--- src/rtl/mhpq_pkg.sv ---
package mhpq_pkg;

	localparam int CAPACITY = 1024;
	localparam int DATA_W   = 32;
	localparam int CNT_W    = $clog2(CAPACITY + 1);
	localparam int ADDR_W   = $clog2(CAPACITY);
	localparam int PTR_W    = CNT_W + 1;
	localparam int STAT_W   = 2;
	localparam int UPC_W    = 4;

	localparam logic [STAT_W-1:0] ST_OK    = 2'd0;
	localparam logic [STAT_W-1:0] ST_FULL  = 2'd1;
	localparam logic [STAT_W-1:0] ST_EMPTY = 2'd2;

	// sequencer jumps
	localparam logic [3:0] J_NEXT     = 4'd0;
	localparam logic [3:0] J_GOTO     = 4'd1;
	localparam logic [3:0] J_DISPATCH = 4'd2;
	localparam logic [3:0] J_IF_FULL  = 4'd3;
	localparam logic [3:0] J_IF_EMPTY = 4'd4;
	localparam logic [3:0] J_IF_ROOT  = 4'd5;
	localparam logic [3:0] J_IF_NOL   = 4'd6;
	localparam logic [3:0] J_IF_SWAP  = 4'd7;
	localparam logic [3:0] J_EMIT     = 4'd8;

	// read address select
	localparam logic [1:0] RA_PARENT = 2'd0;
	localparam logic [1:0] RA_LAST   = 2'd1;
	localparam logic [1:0] RA_LEFT   = 2'd2;
	localparam logic [1:0] RA_RIGHT  = 2'd3;

	// memory write
	localparam logic [1:0] WR_NONE = 2'd0;
	localparam logic [1:0] WR_MV   = 2'd1;
	localparam logic [1:0] WR_SWAP = 2'd2;

	// position update
	localparam logic [1:0] POS_HOLD = 2'd0;
	localparam logic [1:0] POS_ONE  = 2'd1;
	localparam logic [1:0] POS_CNT1 = 2'd2;
	localparam logic [1:0] POS_SWAP = 2'd3;

	// count update
	localparam logic [1:0] CNT_HOLD = 2'd0;
	localparam logic [1:0] CNT_INC  = 2'd1;
	localparam logic [1:0] CNT_DEC  = 2'd2;

	// register loads
	localparam logic [1:0] LD_NONE  = 2'd0;
	localparam logic [1:0] LD_MV_RD = 2'd1;
	localparam logic [1:0] LD_OTH   = 2'd2;

	// status update
	localparam logic [1:0] SU_KEEP  = 2'd0;
	localparam logic [1:0] SU_FULL  = 2'd1;
	localparam logic [1:0] SU_EMPTY = 2'd2;

	localparam logic DIR_UP   = 1'b0;
	localparam logic DIR_DOWN = 1'b1;

	// microprogram addresses
	localparam logic [UPC_W-1:0] U_IDLE    = 4'd0;
	localparam logic [UPC_W-1:0] U_INS     = 4'd1;
	localparam logic [UPC_W-1:0] U_INS_CNT = 4'd2;
	localparam logic [UPC_W-1:0] U_UP      = 4'd3;
	localparam logic [UPC_W-1:0] U_UP_CMP  = 4'd4;
	localparam logic [UPC_W-1:0] U_UP_PUT  = 4'd5;
	localparam logic [UPC_W-1:0] U_FULL    = 4'd6;
	localparam logic [UPC_W-1:0] U_REM     = 4'd7;
	localparam logic [UPC_W-1:0] U_REM_LD  = 4'd8;
	localparam logic [UPC_W-1:0] U_DN      = 4'd9;
	localparam logic [UPC_W-1:0] U_DN_RT   = 4'd10;
	localparam logic [UPC_W-1:0] U_DN_CMP  = 4'd11;
	localparam logic [UPC_W-1:0] U_DN_PUT  = 4'd12;
	localparam logic [UPC_W-1:0] U_EMPTY   = 4'd13;
	localparam logic [UPC_W-1:0] U_EMIT    = 4'd14;

	typedef struct packed {
		logic [3:0]       jmp;
		logic [UPC_W-1:0] tgt;
		logic [1:0]       ra;
		logic [1:0]       wr;
		logic [1:0]       pos;
		logic [1:0]       cnt;
		logic [1:0]       ld;
		logic [1:0]       su;
		logic             dir;
	} ctl_t;

	typedef struct packed {
		logic in_fire;
		logic in_remove;
		logic full;
		logic empty;
		logic root;
		logic nol;
		logic swap;
		logic out_free;
	} flags_t;

	function automatic ctl_t ucode_rom(input logic [UPC_W-1:0] upc);
		ctl_t cw;
		cw = '0;
		unique case (upc)
			U_IDLE: begin
				cw.jmp = J_DISPATCH;
				cw.tgt = U_REM;
			end
			U_INS: begin
				cw.jmp = J_IF_FULL;
				cw.tgt = U_FULL;
			end
			U_INS_CNT: begin
				cw.cnt = CNT_INC;
				cw.pos = POS_CNT1;
			end
			U_UP: begin
				cw.ra  = RA_PARENT;
				cw.jmp = J_IF_ROOT;
				cw.tgt = U_UP_PUT;
			end
			U_UP_CMP: begin
				cw.dir = DIR_UP;
				cw.wr  = WR_SWAP;
				cw.pos = POS_SWAP;
				cw.jmp = J_IF_SWAP;
				cw.tgt = U_UP;
			end
			U_UP_PUT: begin
				cw.wr  = WR_MV;
				cw.jmp = J_GOTO;
				cw.tgt = U_EMIT;
			end
			U_FULL: begin
				cw.su  = SU_FULL;
				cw.jmp = J_GOTO;
				cw.tgt = U_EMIT;
			end
			U_REM: begin
				cw.ra  = RA_LAST;
				cw.jmp = J_IF_EMPTY;
				cw.tgt = U_EMPTY;
			end
			U_REM_LD: begin
				cw.ld  = LD_MV_RD;
				cw.cnt = CNT_DEC;
				cw.pos = POS_ONE;
			end
			U_DN: begin
				cw.ra  = RA_LEFT;
				cw.jmp = J_IF_NOL;
				cw.tgt = U_DN_PUT;
			end
			U_DN_RT: begin
				cw.ld = LD_OTH;
				cw.ra = RA_RIGHT;
			end
			U_DN_CMP: begin
				cw.dir = DIR_DOWN;
				cw.wr  = WR_SWAP;
				cw.pos = POS_SWAP;
				cw.jmp = J_IF_SWAP;
				cw.tgt = U_DN;
			end
			U_DN_PUT: begin
				cw.wr  = WR_MV;
				cw.jmp = J_GOTO;
				cw.tgt = U_EMIT;
			end
			U_EMPTY: begin
				cw.su  = SU_EMPTY;
				cw.jmp = J_GOTO;
				cw.tgt = U_EMIT;
			end
			U_EMIT: begin
				cw.jmp = J_EMIT;
				cw.tgt = U_IDLE;
			end
			default: begin
				cw.jmp = J_GOTO;
				cw.tgt = U_IDLE;
			end
		endcase
		return cw;
	endfunction

endpackage

--- src/rtl/mhpq_useq.sv ---
module mhpq_useq (
	input  logic            clk,
	input  logic            arst_n,
	input  mhpq_pkg::flags_t flags,
	output mhpq_pkg::ctl_t   cw
);
	import mhpq_pkg::*;

	logic [UPC_W-1:0] upc_q;
	logic [UPC_W-1:0] upc_nxt;
	logic [UPC_W-1:0] upc_inc;

	assign cw      = ucode_rom(upc_q);
	assign upc_inc = upc_q + UPC_W'(1);

	always_comb begin
		unique case (cw.jmp)
			J_NEXT:     upc_nxt = upc_inc;
			J_GOTO:     upc_nxt = cw.tgt;
			J_DISPATCH: upc_nxt = !flags.in_fire ? upc_q :
			                      (flags.in_remove ? cw.tgt : upc_inc);
			J_IF_FULL:  upc_nxt = flags.full  ? cw.tgt : upc_inc;
			J_IF_EMPTY: upc_nxt = flags.empty ? cw.tgt : upc_inc;
			J_IF_ROOT:  upc_nxt = flags.root  ? cw.tgt : upc_inc;
			J_IF_NOL:   upc_nxt = flags.nol   ? cw.tgt : upc_inc;
			J_IF_SWAP:  upc_nxt = flags.swap  ? cw.tgt : upc_inc;
			J_EMIT:     upc_nxt = flags.out_free ? cw.tgt : upc_q;
			default:    upc_nxt = U_IDLE;
		endcase
	end

	always_ff @(posedge clk or negedge arst_n) begin
		if (!arst_n) begin
			upc_q <= U_IDLE;
		end else begin
			upc_q <= upc_nxt;
		end
	end

endmodule

--- config.mk ---
export PLATFORM = sky130hd
export DESIGN_NAME = mhpq_useq
export DESIGN_NICKNAME = d
export VERILOG_FILES = /design/src/rtl/mhpq_pkg.sv /design/src/rtl/mhpq_useq.sv
export SDC_FILE = /design/constraint.sdc
export NUM_CORES = 1
export LEC_CHECK = 0
export ABC_AREA = 0
export ABC_CLOCK_PERIOD_IN_PS = 2600
export BUFFER_PORTS_ARGS = -buffer_cell sky130_fd_sc_hd__buf_2
export CORE_MARGIN = 10
export CORE_UTILIZATION = 39
export DETAILED_ROUTE_END_ITERATION = 8
export SYNTH_ARGS = -nofsm -noshare
export SYNTH_HDL_FRONTEND = slang
export SYNTH_SLANG_ARGS = --single-unit
--- constraint.sdc ---
create_clock -name clk -period 2.6 [get_ports clk]
set_input_delay 0.26 -clock clk [delete_from_list [all_inputs] [get_ports clk]]
set_output_delay 0.26 -clock clk [all_outputs]
set_load 0.005 [all_outputs]
==> flow_summary.toml <==
[route]
drtPass1Iterations = 4
drt_iter0_drc = 35
antenna_left = 0
drc = 0
viasPerCell = 5.67
routedWlPerCell_um = 15.3
wirelength_um = 2860
vias = 1061

[cts]
clk_path_buf_depth = 2
clock_latency_ns = 0.23
cts_buffers = 3
clock-sinks = 4
cts_tree = "built"
cts_max_level = 1
clockRootBuffer = "clkbuf_4"
clkTransAtPathRegs_ns = 0.04

[finish]
antenna_cells = 0
top_register = "upc_q"
largest_registers = "upc_q x4"
area_growth_pct = 17.5
final_common_cell = "buf_2"
n_fill_cell = 239
largest_reg_flops = 4
nets = 175
layout-drive-gt1-share = 0.283
final_cell_mix = "buf_2, nor2_1, nand2_1, inv_1, nor3_1"

[place]
post-dp-hpwl_um = 2240
place.gp.congestion = 0.893
port_buffers = 30

[synth]
syn_nets = 148
synth_cells = 134
synth_area_um2 = 943
yosysSeqAreaShare = 0.106
synth_top_area_cell = "dfrtp_1"
async_flop_share = 1.00
ys_types = 50
syn_avg_cell_area_um2 = 7.04
synth-seq-cells = 4
yosys.area.top_type_share = 0.106
yosys-top-cells-area = "dfrtp_1, ha_1, nor2_1"
synth_edf_count = 0
synth_flop_cell = "dfrtp_1"
ys.warnings.count = 0

[floorplan]
die_area_um2 = 4790
io_pins = 31
die_y_um = 69.2
coreArea_um2 = 2250
die_w_um = 69.2
start_util = 0.418
placementRows = 17

[global_routing]
overflow = 0
antenna_found_initial = 0
top_usage_layer = "met2"
grtUsageMet2 = 0.159
first_global_vias = 949
grt.total_usage = 0.107
grt_pass1_wl_um = 4610
gr-usage-met3 = 0.0371
grt_max_degree = 23
grt_use_met1 = 0.146

[power_and_ir_drop]
p_switching_uw = 837
intPower_uw = 720
p_leak_uw = 0.000528
power_frac_seq = 0.125
ir_worst_vdd_v = 0.000804
combPwrFrac = 0.828
swShare = 0.538
p_clk_frac = 0.047
powerDensity_nw_per_um2 = 1400

[timing]
tns_ns = 0
skew_ns = 0.00496
fin_crit_sh = 0.926
grt_setup_unrepaired = "no"
worst_slew_pin_slew_ns = 0.663
worst_hold_slack_ns = 0.372
setup_viol = 0
finalCriticalPeriod_ns = 2.41
report.final.hold_viol_count = 0
slew_viol_final = 0
fmax_mhz = 415
slew_headroom = 0.558

[critical_path]
required_ns = 2.34
crit_path_end_kind = "output pin"
crit_fanout = 13
cp-start-kind = "register"
rrSetupSlack_ns = 0.22
criticalPathCategory = "reg2out"
crit_arrival_ns = 2.15

[run]
drv_cap = 0

[outcome]
status = "finished clean"

[min_path]
hold_path_class = "in2async"
==> repair_timing <==
item / 4_1_cts / 5_1_grt
setup buffers: 0 / 0
hold buffers: 1 / 0
setup endpoints to repair: 0 / 3
gates resized for setup: 0 / 2
endpoints found under the hold margin: 4 / 0
==> synthesized netlist by cell type, types with 4 or more instances <==
cell / number
dfrtp_1: 4
inv_1: 9
nor3_1: 8
nor2_1: 13
nand2_1: 11
a31oi_1: 6
ha_1: 4
nand2b_1: 5
o21ai_0: 4
a21oi_1: 6
buf_2: 4
buf_4: 4
==> worst paths after layout <==
| kind | cells past startpoint | startpoint | end |
|---|---|---|---|
| worst max-delay path | 8 | upc_q[0] | cw[15] |
| worst min-delay path | 2 | arst_n | upc_q[1] |
| worst max register to register | 9 | upc_q[1] | upc_q[1] |
| worst min register to register | 1 | upc_q[1] | upc_q[1] |
| max in group asynchronous | 2 | arst_n | upc_q[0] |
| min in group clk | 3 | flags[0] | upc_q[2] |
==> routing by layer <==
metal / up-vias / wire length (um)
li1: 539 / -
met5: - / 0
met4: 0 / 0
met1: 486 / 1350
met3: 0 / 203
met2: 36 / 1300
==> stage by stage <==
step | std cells | util | power (uW) | setup WS [ns] | instance area, um^2
final | 187 | 0.492 | 1560 | 0.192 | 1110
after global routing | 187 | 0.492 | 1720 | 0.0408 | 1110
after CTS | 187 | 0.489 | 1550 | 0.0225 | 1100
after detailed placement | 183 | 0.475 | 1470 | 0.137 | 1070
after global placement | 183 | 0.475 | 1490 | 0.149 | 1070
after floorplan | 134 | - | 1130 | 0.570 | 943
==> cell type report <==
| type | count | area (um^2) | share of cell area |
|---|---|---|---|
| Clock buffer | 3 | 22.5 | 0.0203 |
| Inverter | 11 | 41.3 | 0.0372 |
| Multi-Input combinational cell | 107 | 727 | 0.656 |
| Sequential cell | 4 | 100 | 0.0903 |
| Tap cell | 28 | 35.0 | 0.0316 |
| Timing Repair Buffer | 34 | 183 | 0.165 |
==> kinds of logic after synthesis <==
group / Yosys count / share of synthesized area
adder cells (fa/ha/maj): 4 / 0.0531
multiplexers: 4 / 0.0477
XOR/XNOR: 2 / 0.0186
AO/OA/AOI/OAI: 42 / 0.324
buffers and inverters: 23 / 0.129
AND/OR/NAND/NOR: 55 / 0.322
flip-flops: 4 / 0.106
==> power by group through the flow <==
stage	Combinational (uW)	Sequential [uW]	Clock, uW
global route	1430	200	86.1
global placement	1300	190	0
CTS	1280	190	78.2
detailed placement	1270	191	0
finish	1290	194	73.8
floorplan	1000	128	0
==> critical path, cell delays in order (launching register included) <==
cell	delay, ns
dfrtp_1	0.43
inv_1	0.12
ha_2	0.36
buf_4	0.20
inv_2	0.06
a221oi_1	0.44
nor2_1	0.13
inv_1	0.07
buf_2	0.11
(Power assumes the default switching activity.)
